<file path="src/mbp_pkg.sv">
// Package for the MIDI byte parser: command codes, queue entry type,
// result kinds and tick constants. No dependencies.
`default_nettype none
package mbp_pkg;

  localparam int QUEUE_DEPTH = 4;

  localparam logic [3:0] CMD_FLUSH   = 4'd0;
  localparam logic [3:0] CMD_DATA    = 4'd1;
  localparam logic [3:0] CMD_CLOCK   = 4'd2;
  localparam logic [3:0] CMD_IGNORE  = 4'd3;
  localparam logic [3:0] CMD_START   = 4'd4;
  localparam logic [3:0] CMD_STOP    = 4'd5;
  localparam logic [3:0] CMD_SYX_ON  = 4'd6;
  localparam logic [3:0] CMD_SYX_OFF = 4'd7;
  localparam logic [3:0] CMD_STATUS  = 4'd8;

  localparam logic [6:0] LOW_CLOCK   = 7'h78;
  localparam logic [6:0] LOW_SENSE   = 7'h7e;
  localparam logic [6:0] LOW_START   = 7'h7a;
  localparam logic [6:0] LOW_STOP    = 7'h7c;
  localparam logic [6:0] LOW_SYX_ON  = 7'h70;
  localparam logic [6:0] LOW_SYX_OFF = 7'h77;

  localparam logic [1:0] KIND_MSG   = 2'd0;
  localparam logic [1:0] KIND_CLOCK = 2'd1;
  localparam logic [1:0] KIND_START = 2'd2;
  localparam logic [1:0] KIND_STOP  = 2'd3;

  localparam logic [1:0] PHASE_IDLE   = 2'd0;
  localparam logic [1:0] PHASE_FIRST  = 2'd1;
  localparam logic [1:0] PHASE_SECOND = 2'd2;

  // remainder + 26666 = 2 units + (remainder + 6666); a third unit if that reaches 10000
  localparam logic [14:0] TICK_STEP_LOW = 15'd6666;
  localparam logic [14:0] TICK_UNIT     = 15'd10000;

  typedef struct packed {
    logic [3:0] code;
    logic [6:0] low;
  } cmd_t;

endpackage
`default_nettype wire

</file>
<file path="src/mbp_front.sv">
// Front end: accepts input items and classifies each into a queue command.
// Depends on mbp_pkg.
`default_nettype none
module mbp_front
  import mbp_pkg::*;
(
  input  wire logic       in_valid,
  output logic            in_ready,
  input  wire logic       operation,
  input  wire logic [7:0] rx_byte,
  output logic            push,
  output cmd_t            push_cmd,
  input  wire logic       full
);

  always_comb begin
    push_cmd.low = rx_byte[6:0];
    if (operation) begin
      push_cmd.code = CMD_FLUSH;
    end else if (!rx_byte[7]) begin
      push_cmd.code = CMD_DATA;
    end else begin
      case (rx_byte[6:0])
        LOW_CLOCK:   push_cmd.code = CMD_CLOCK;
        LOW_SENSE:   push_cmd.code = CMD_IGNORE;
        LOW_START:   push_cmd.code = CMD_START;
        LOW_STOP:    push_cmd.code = CMD_STOP;
        LOW_SYX_ON:  push_cmd.code = CMD_SYX_ON;
        LOW_SYX_OFF: push_cmd.code = CMD_SYX_OFF;
        default:     push_cmd.code = CMD_STATUS;
      endcase
    end
  end

  assign in_ready = !full;
  assign push     = in_valid && !full;

endmodule
`default_nettype wire

</file>
<file path="src/mbp_queue.sv">
// Short command queue between front and back ends.
// Depends on mbp_pkg for the entry type.
`default_nettype none
module mbp_queue
  import mbp_pkg::*;
#(
  parameter int Depth = QUEUE_DEPTH
) (
  input  wire logic clk,
  input  wire logic rst,
  input  wire logic push,
  input  cmd_t      push_cmd,
  output logic      full,
  output logic      head_valid,
  output cmd_t      head_cmd,
  input  wire logic pop
);

  localparam int PtrW = $clog2(Depth);
  localparam int CntW = $clog2(Depth + 1);
  localparam logic [PtrW-1:0] LastPtr = PtrW'(Depth - 1);
  localparam logic [CntW-1:0] FullCnt = CntW'(Depth);

  cmd_t            entries [Depth];
  logic [PtrW-1:0] wr_ptr;
  logic [PtrW-1:0] rd_ptr;
  logic [CntW-1:0] count;
  logic            do_pop;

  assign full       = (count == FullCnt);
  assign head_valid = (count != '0);
  assign head_cmd   = entries[rd_ptr];
  assign do_pop     = pop && head_valid;

  always_ff @(posedge clk) begin
    if (push) begin
      entries[wr_ptr] <= push_cmd;
    end
  end

  always_ff @(posedge clk) begin
    if (rst) begin
      wr_ptr <= '0;
      rd_ptr <= '0;
      count  <= '0;
    end else begin
      if (push) begin
        wr_ptr <= (wr_ptr == LastPtr) ? '0 : wr_ptr + 1'b1;
      end
      if (do_pop) begin
        rd_ptr <= (rd_ptr == LastPtr) ? '0 : rd_ptr + 1'b1;
      end
      if (push && !do_pop) begin
        count <= count + 1'b1;
      end else if (!push && do_pop) begin
        count <= count - 1'b1;
      end
    end
  end

endmodule
`default_nettype wire

</file>
<file path="src/mbp_back.sv">
// Back end: executes queued commands against parser state and holds one result.
// Depends on mbp_pkg.
`default_nettype none
module mbp_back
  import mbp_pkg::*;
(
  input  wire logic       clk,
  input  wire logic       rst,
  input  wire logic       head_valid,
  input  cmd_t            head_cmd,
  output logic            pop,
  output logic            out_valid,
  input  wire logic       out_ready,
  output logic [1:0]      kind,
  output logic [6:0]      status_low,
  output logic [6:0]      first_data,
  output logic [6:0]      second_data,
  output logic [1:0]      tick_count
);

  logic [6:0]  latched_status;
  logic [6:0]  held_first_data;
  logic [1:0]  data_phase;
  logic        sysex_active;
  logic [13:0] tick_remainder;

  logic [6:0]  latched_status_next;
  logic [6:0]  held_first_data_next;
  logic [1:0]  data_phase_next;
  logic        sysex_active_next;
  logic [13:0] tick_remainder_next;

  logic        res_valid;
  logic [1:0]  res_kind;
  logic [6:0]  res_status;
  logic [6:0]  res_first;
  logic [6:0]  res_second;
  logic [1:0]  res_ticks;
  logic [14:0] tick_sum;
  logic        pending;

  assign pop      = head_valid && (!out_valid || out_ready);
  assign pending  = (data_phase != PHASE_IDLE);
  assign tick_sum = {1'b0, tick_remainder} + TICK_STEP_LOW;

  always_comb begin
    latched_status_next  = latched_status;
    held_first_data_next = held_first_data;
    data_phase_next      = data_phase;
    sysex_active_next    = sysex_active;
    tick_remainder_next  = tick_remainder;
    res_valid            = 1'b0;
    res_kind             = KIND_MSG;
    res_status           = '0;
    res_first            = '0;
    res_second           = '0;
    res_ticks            = '0;
    case (head_cmd.code)
      CMD_FLUSH: begin
        if (pending) begin
          res_valid       = 1'b1;
          res_status      = latched_status;
          res_first       = held_first_data;
          data_phase_next = PHASE_IDLE;
        end
      end
      CMD_CLOCK: begin
        res_valid = 1'b1;
        res_kind  = KIND_CLOCK;
        if (tick_sum >= TICK_UNIT) begin
          res_ticks           = 2'd3;
          tick_remainder_next = 14'(tick_sum - TICK_UNIT);
        end else begin
          res_ticks           = 2'd2;
          tick_remainder_next = tick_sum[13:0];
        end
      end
      CMD_IGNORE: begin
      end
      CMD_START: begin
        res_valid = 1'b1;
        res_kind  = KIND_START;
      end
      CMD_STOP: begin
        res_valid = 1'b1;
        res_kind  = KIND_STOP;
      end
      CMD_SYX_ON:  sysex_active_next = 1'b1;
      CMD_SYX_OFF: sysex_active_next = 1'b0;
      CMD_STATUS: begin
        if (pending) begin
          res_valid  = 1'b1;
          res_status = latched_status;
          res_first  = held_first_data;
        end
        latched_status_next  = head_cmd.low;
        held_first_data_next = '0;
        data_phase_next      = PHASE_FIRST;
      end
      CMD_DATA: begin
        if (!sysex_active) begin
          if (data_phase == PHASE_FIRST) begin
            held_first_data_next = head_cmd.low;
            data_phase_next      = PHASE_SECOND;
          end else if (data_phase == PHASE_SECOND) begin
            res_valid       = 1'b1;
            res_status      = latched_status;
            res_first       = held_first_data;
            res_second      = head_cmd.low;
            data_phase_next = PHASE_IDLE;
          end
        end
      end
      default: begin
      end
    endcase
  end

  always_ff @(posedge clk) begin
    if (pop) begin
      latched_status <= latched_status_next;
    end
    if (pop && res_valid) begin
      kind        <= res_kind;
      status_low  <= res_status;
      first_data  <= res_first;
      second_data <= res_second;
      tick_count  <= res_ticks;
    end
  end

  always_ff @(posedge clk) begin
    if (rst) begin
      held_first_data <= '0;
      data_phase      <= PHASE_IDLE;
      sysex_active    <= 1'b0;
      tick_remainder  <= '0;
      out_valid       <= 1'b0;
    end else begin
      if (pop) begin
        held_first_data <= held_first_data_next;
        data_phase      <= data_phase_next;
        sysex_active    <= sysex_active_next;
        tick_remainder  <= tick_remainder_next;
      end
      if (!out_valid || out_ready) begin
        out_valid <= pop && res_valid;
      end
    end
  end

endmodule
`default_nettype wire

</file>
<file path="src/midi_byte_parser_with_clock_ticks_core.sv">
// MIDI byte parser with clock ticks, one input item per cycle sustained while the
// command queue is not full. An accepted item is written into the command queue
// and at the earliest moves on from there into the output result register; the
// output register and the queue of QueueDepth entries let input and output
// stall independently. Clock bytes give 2 or 3 ticks, channel messages carry
// their status with bit 7 removed.
// Depends on mbp_pkg, mbp_front, mbp_queue, mbp_back.
`default_nettype none
module midi_byte_parser_with_clock_ticks_core
  import mbp_pkg::*;
#(
  parameter int QueueDepth = QUEUE_DEPTH
) (
  input  wire logic       clk,
  input  wire logic       rst,
  input  wire logic       in_valid,
  output logic            in_ready,
  input  wire logic       operation,
  input  wire logic [7:0] rx_byte,
  output logic            out_valid,
  input  wire logic       out_ready,
  output logic [1:0]      kind,
  output logic [6:0]      status_low,
  output logic [6:0]      first_data,
  output logic [6:0]      second_data,
  output logic [1:0]      tick_count
);

  logic push;
  cmd_t push_cmd;
  logic full;
  logic head_valid;
  cmd_t head_cmd;
  logic pop;

  mbp_front u_front (
    .in_valid (in_valid),
    .in_ready (in_ready),
    .operation(operation),
    .rx_byte  (rx_byte),
    .push     (push),
    .push_cmd (push_cmd),
    .full     (full)
  );

  mbp_queue #(
    .Depth(QueueDepth)
  ) u_queue (
    .clk       (clk),
    .rst       (rst),
    .push      (push),
    .push_cmd  (push_cmd),
    .full      (full),
    .head_valid(head_valid),
    .head_cmd  (head_cmd),
    .pop       (pop)
  );

  mbp_back u_back (
    .clk        (clk),
    .rst        (rst),
    .head_valid (head_valid),
    .head_cmd   (head_cmd),
    .pop        (pop),
    .out_valid  (out_valid),
    .out_ready  (out_ready),
    .kind       (kind),
    .status_low (status_low),
    .first_data (first_data),
    .second_data(second_data),
    .tick_count (tick_count)
  );

endmodule
`default_nettype wire

</file>
<file path="config.mk">
export PLATFORM = sky130hd
export DESIGN_NAME = midi_byte_parser_with_clock_ticks_core
export DESIGN_NICKNAME = d
export VERILOG_FILES = /design/src/mbp_pkg.sv /design/src/mbp_front.sv /design/src/mbp_queue.sv /design/src/mbp_back.sv /design/src/midi_byte_parser_with_clock_ticks_core.sv
export SDC_FILE = /design/constraint.sdc
export NUM_CORES = 1
export LEC_CHECK = 0
export BUFFER_PORTS_ARGS = -buffer_cell sky130_fd_sc_hd__buf_2
export CAP_MARGIN = 25
export CORE_MARGIN = 2
export CORE_UTILIZATION = 60
export DETAILED_ROUTE_END_ITERATION = 16
export GPL_TIMING_DRIVEN = 0
export PLACE_DENSITY_LB_ADDON = 0.2
export SLEW_MARGIN = 25
export SYNTH_ARGS = -nofsm -noshare
export SYNTH_HDL_FRONTEND = slang
export SYNTH_SLANG_ARGS = --single-unit
</file>
<file path="constraint.sdc">
create_clock -name clk -period 4.5 [get_ports clk]
set_input_delay 0.225 -clock clk [delete_from_list [all_inputs] [get_ports clk]]
set_output_delay 0.225 -clock clk [all_outputs]
set_load 0.03 [all_outputs]
</file>
Word level (Yosys, flattened, before mapping)
Memories as Yosys holds them, arrays and structs flattened. A register that Yosys moved wholly into a read port is not among the register bits.
Cells that the tools add are included.
{ "word_totals": {"register_bits": 64, "mem_bits_rw": 44, "inputBits": 13, "elab_cells": 110, "mem_count": 1} }
{ "memory_table": {"columns": ["name", "words", "word_bits", "rd", "rd_ports_with_merged_regs", "write_ports", "line_no", "source"], "rows": [
  ["u_queue.entries", 4, 11, 1, 1, 1, "mbp_queue.sv:24", "cmd_t entries [Depth];"]
]} }
{ "op_classes": {"n_addsub": 6, "magnitude_cmp": 1, "eq_ne": 22, "mux": 38, "bitwise_logic": 2, "n_reduce_logical": 26} }
{ "op_table": {"columns": ["op", "n"], "rows": [
  ["$mux 7", 10],
  ["$eq 7x7->1 const B", 6],
  ["$pmux 7 s2", 3],
  ["$pmux 4 s6", 1],
  ["$eq 4x3->1 const B", 4],
  ["$mux 2", 8],
  ["$add 14x13->15 const B", 1],
  ["$ge 15x14->1 const B", 1],
  ["$mux 14", 1],
  ["$sub 14x14->14 const B", 1],
  ["$pmux 2 s3", 2],
  ["$mux 4", 2],
  ["$reduce_bool 2->1", 4],
  ["$mux 1", 7],
  ["$eq 2x2->1 const B", 3],
  ["$logic_and 1x1->1", 6],
  ["$mux 3", 2],
  ["$reduce_and 2->1", 3],
  ["$reduce_bool 3->1", 2],
  ["$reduce_and 5->1", 1],
  ["$add 2x1->2 const B", 2],
  ["$eq 4x1->1 const B", 1],
  ["$eq 4x2->1 const B", 1],
  ["$eq 4x4->1 const B", 1],
  ["17 further kinds", 22]
]} }

Longest topological paths before layout
{ "logic_depth": {"ltp_word": 7, "mapped_depth": 12} }

Modules after synthesis
Synthesis repeated with hierarchy kept, for this count alone.
{ "unflattened": {"hier_cells": 425, "hier_area_um2": 5168.7} }
{ "modules_own_cells": {"columns": ["module", "instances", "cells_per_inst", "area_per_inst_um2", "seq_area_each_um2"], "rows": [
  ["mbp_back", 1, 296, 2916.5, 1441.4],
  ["mbp_queue", 1, 101, 2048.2, 1501.4],
  ["mbp_front", 1, 28, 203.9, 0.0]
]} }

Least setup slack after synthesis
OpenSTA, ideal clock, no wires.
{ "synth_path": {"path_kind": "reg2reg", "startpoint": "register with a tool-made name", "endpoint": "register u_back.first_data[0], enable pin", "setup_ns": 0.407, "arrival_time_ns": 2.999, "required_time_ns": 4.093, "path_slack_ns": 1.094, "stages_incl_launch_ff": 7, "path_buffers": 1, "synth_period_minus_slack_ns": 3.406, "path_cell_list": "dfxtp_1 -> buf_2 -> mux4_2 -> or3_1 -> a21oi_1 -> nor3_1 -> nor2_1"} }
{ "synth_rtl": {"columns": ["element", "line_no", "source"], "rows": [
  ["end signal, assigned", "mbp_back.sv:126", "first_data <= res_first;"],
  ["end, declared", "mbp_back.sv:16", "output logic [6:0] first_data,"]
]} }

Worst setup path in the final report
{ "layout_path": {"startpoint": "register u_back.tick_remainder[1]", "endpoint": "register u_back.tick_remainder[7]"} }
{ "layout_via": {"elab_chain_len": 3, "elab_cells_between_ends": 4, "cone_classes": "add/sub (2); order compare (1); mux (1)"} }
{ "layout_lines": {"columns": ["element", "line_no", "source"], "rows": [
  ["start, declared", "mbp_back.sv:25", "logic [13:0] tick_remainder;"],
  ["start signal, assigned", "mbp_back.sv:144", "tick_remainder <= tick_remainder_next;"],
  ["$add 14x13->15 *", "mbp_back.sv:44", "assign tick_sum = {1'b0, tick_remainder} + TICK_STEP_LOW;"],
  ["$sub 14x14->14 or $ge 15x14->1 (tied branches)", "mbp_back.sv:72, mbp_back.sv:70", null],
  ["$mux 14 *", "mbp_back.sv:70", "if (tick_sum >= TICK_UNIT) begin"]
]} }
Every way passes the cells marked *; elsewhere a longest branch is shown, timed or not.
A chain may end at the register's enable or synchronous reset.

==> impl_metrics.toml <==
[global_routing]
grt_pass1_vias = 3430
grt.total_usage = 0.2091
grt_pass1_wl_mm = 15.83
overflow = 0
antenna_found_initial = 0
grt_max_degree = 26

[sta]
fin_skew_ps = 17.49
setup-tns-final_ps = 0
finalCritPeriodShare = 0.7500
fmax_ghz = 0.2963
tightest_slew_ps = 791.8
slew_headroom = 0.4721
slew_viol_final = 0
final_hold_viol_count = 0
fin_crit_ps = 3375
rsz0062_at_grt = "no"
finalSetupViolations = 0

[cells_and_area]
final_area_mm2 = 0.005707
drive_gt1_frac = 0.1735
antenna_cells = 0
fin_cells = 595
syn2layout_area_growth_pct = 10.52
nets = 507

[die]
die_w_um = 96.77
core-area_mm2 = 0.008299
fp.dieArea_mm2 = 0.009364
fp-row-count = 33
floorplan.initialDensity = 0.6222
io_pins = 40
die_h_um = 96.77

[outcome]
status = "completed"

[routing]
vias = 3619
routed_wl_mm = 9.907
routedWlPerCell_um = 16.65
final_antenna_net_count = 0
drc = 0
drt-initial-drc-count = 301
detail_route.vias_per_cell = 6.082
drt_first_pass_iters = 5

[setup_path]
r2r-end = "u_back.tick_remainder[7]$_SDFFE_PP0P_"
cp.required_ps = 4750
crit-reg2reg-launch = "u_back.tick_remainder[1]$_SDFFE_PP0P_"
rr_worst_depth = 11
cp-end-kind = "register"
reg2reg_slack_ps = 1130
start_kind = "register"
path_max_fanout = 10
worstSetupPathType = "register to register"
worstPathArrival_ps = 3630

[placed_design]
place_hpwl_mm = 6.867
place_congestion = 0.9618
port_buffers = 38
dp_cells = 579
dpl_cell_area_mm2 = 0.005493

[yosys]
synth_top_cells_by_count = "edfxtp_1, nor2_1, dfxtp_1, nand2_1, and2_1"
ys_types = 65
yosysMostFrequentCell = "edfxtp_1"
synth_top_area_frac = 0.4420
synthFlopType = "edfxtp_1"
synthArstFlopShare = 0
yosys_warnings = 0
avgSynthCellArea_um2 = 11.84
synth_edf_count = 76
synth_nets = 458
synth_top_cell_by_area = "edfxtp_1"
ys_top_cells_by_area = "edfxtp_1, dfxtp_1, mux4_2"
yosysSeqAreaShare = 0.5699
ys_seq_elements = 109
synth.cell_area_mm2 = 0.005164
syn-instance-count = 436

[clock_tree]
clk_pin_slew_ps = 110
insertion_delay_ps = 360
cts_tree = "done"
cts_buffer_depth = 2
post-cts-setup-buffer-count = 0
ctsHoldBuffers = 0
cts.sinks = 109
root_buffer = "clkbuf_8"
htreeDepth = 3
ctsResizeCount = 0
cts_buffers = 9

[worst_hold_path]
hold_path_class = "input pin to register"
whs_path_depth = 1
hold_start = "rx_byte[4]"
whs_endpoint = "u_queue.entries[0][4]$_DFFE_PP_"

[pwr]
p_per_area_mw_per_mm2 = 525.9
p_leak_nw = 1.971
vdd.ir_drop.worst_uv = 305.6

[flow_run]
cap_violations = 0
[power by group]
| group | switching, mW | internal (mW) |
|---|---|---|
| combinational | 0.686 | 0.350 |
| clock | 0.346 | 0.275 |
| sequential | 0.0754 | 1.27 |
| total | 1.11 | 1.89 |
[worst max path at each step]
stage | start | end | slack, ps | depth (start not counted)
6_report | u_back.tick_remainder[1]$_SDFFE_PP0P_ | u_back.tick_remainder[7]$_SDFFE_PP0P_ | 1130 | 11
4_1_cts | u_back.tick_remainder[1]$_SDFFE_PP0P_ | u_back.tick_remainder[7]$_SDFFE_PP0P_ | 1180 | 11
3_3_place_gp | register | u_back.status_low[2]$_DFFE_PP_ | 490 | 6
2_1_floorplan | register | u_back.first_data[0]$_DFFE_PP_ | 1090 | 6
5_1_grt | u_back.tick_remainder[1]$_SDFFE_PP0P_ | u_back.tick_remainder[7]$_SDFFE_PP0P_ | 950 | 11
3_5_place_dp | u_back.tick_remainder[1]$_SDFFE_PP0P_ | u_back.tick_remainder[7]$_SDFFE_PP0P_ | 1210 | 11
[registers in the layout (all words and copies together) (netlist names), 3 cells and up, named ones only]
register,flops
u_back.first_data,7
u_back.held_first_data,7
u_back.latched_status,7
u_back.second_data,7
u_back.status_low,7
u_back.tick_remainder,13
u_queue.count,3
u_queue.entries,44
[routing by layer]
metal  part of all wire  vias up  GRT usage
met2               0.49      117     0.3339
met5                  0        -          0
li1                   -     1737          -
met1               0.44     1752     0.2851
met4             0.0088        0    0.07692
met3              0.058       13    0.04480
[through the flow]
step           power [mW]  hold WS, ps    util  worst slack, ps
2_1_floorplan       2.124        323.9       -             1094
3_3_place_gp        2.350        436.4  0.6609            490.1
3_5_place_dp        2.395        443.7  0.6618             1206
4_1_cts             3.008        69.37  0.6876             1182
5_1_grt             3.152        59.92  0.6876            954.0
6_report            3.001        82.24  0.6876             1125
[area by class of cell]
| cell class | instances | area [µm²] |
|---|---|---|
| Timing Repair Buffer | 38 | 190.2 |
| Clock inverter | 6 | 86.33 |
| Tap cell | 105 | 131.4 |
| Multi-Input combinational cell | 299 | 2105 |
| Inverter | 6 | 22.52 |
| Sequential cell | 109 | 2943 |
| Clock buffer | 10 | 127.6 |
| Buffer | 22 | 101.3 |
| Fill cell | 618 | 2592 |
[worst max-delay path, cell delays in order, from the launching register on]
cell,delay [ps]
dfxtp_1,440
ha_1,250
clkbuf_1,330
o21a_1,200
nand3_1,160
mux2i_1,280
o22ai_4,150
a2111oi_4,680
or2_1,200
buf_6,150
a211o_2,140
mux2_4,290
[placed cells by master, fill, tap and decap left out, drive strengths merged, types with 6 or more instances in the layout]
cell / netlist / final
nor4: 7 / 7
mux4: 11 / 11
edfxtp: 76 / 76
clkbuf: 16 / 26
inv: 5 / 9
dfxtp: 33 / 33
and2: 26 / 26
buf: 6 / 44
ha: 8 / 8
or3: 7 / 7
o21ai: 16 / 16
nor2: 40 / 40
nand3: 6 / 6
nor3: 14 / 14
nand2b: 9 / 9
nand2: 28 / 28
nor2b: 8 / 8
and3: 8 / 8
nand4: 9 / 9
a21oi: 26 / 26
[kinds of logic after synthesis]
logic type / count (synthesis) / synth area share
compound gates: 85 / 0.1178
xor+xnor: 6 / 0.01018
fa+ha+maj: 9 / 0.02326
buf+inv: 28 / 0.02399
flops: 109 / 0.5699
mux: 19 / 0.06615
simple gates: 180 / 0.1888
No activity file was read; power rests on OpenSTA's default activity.
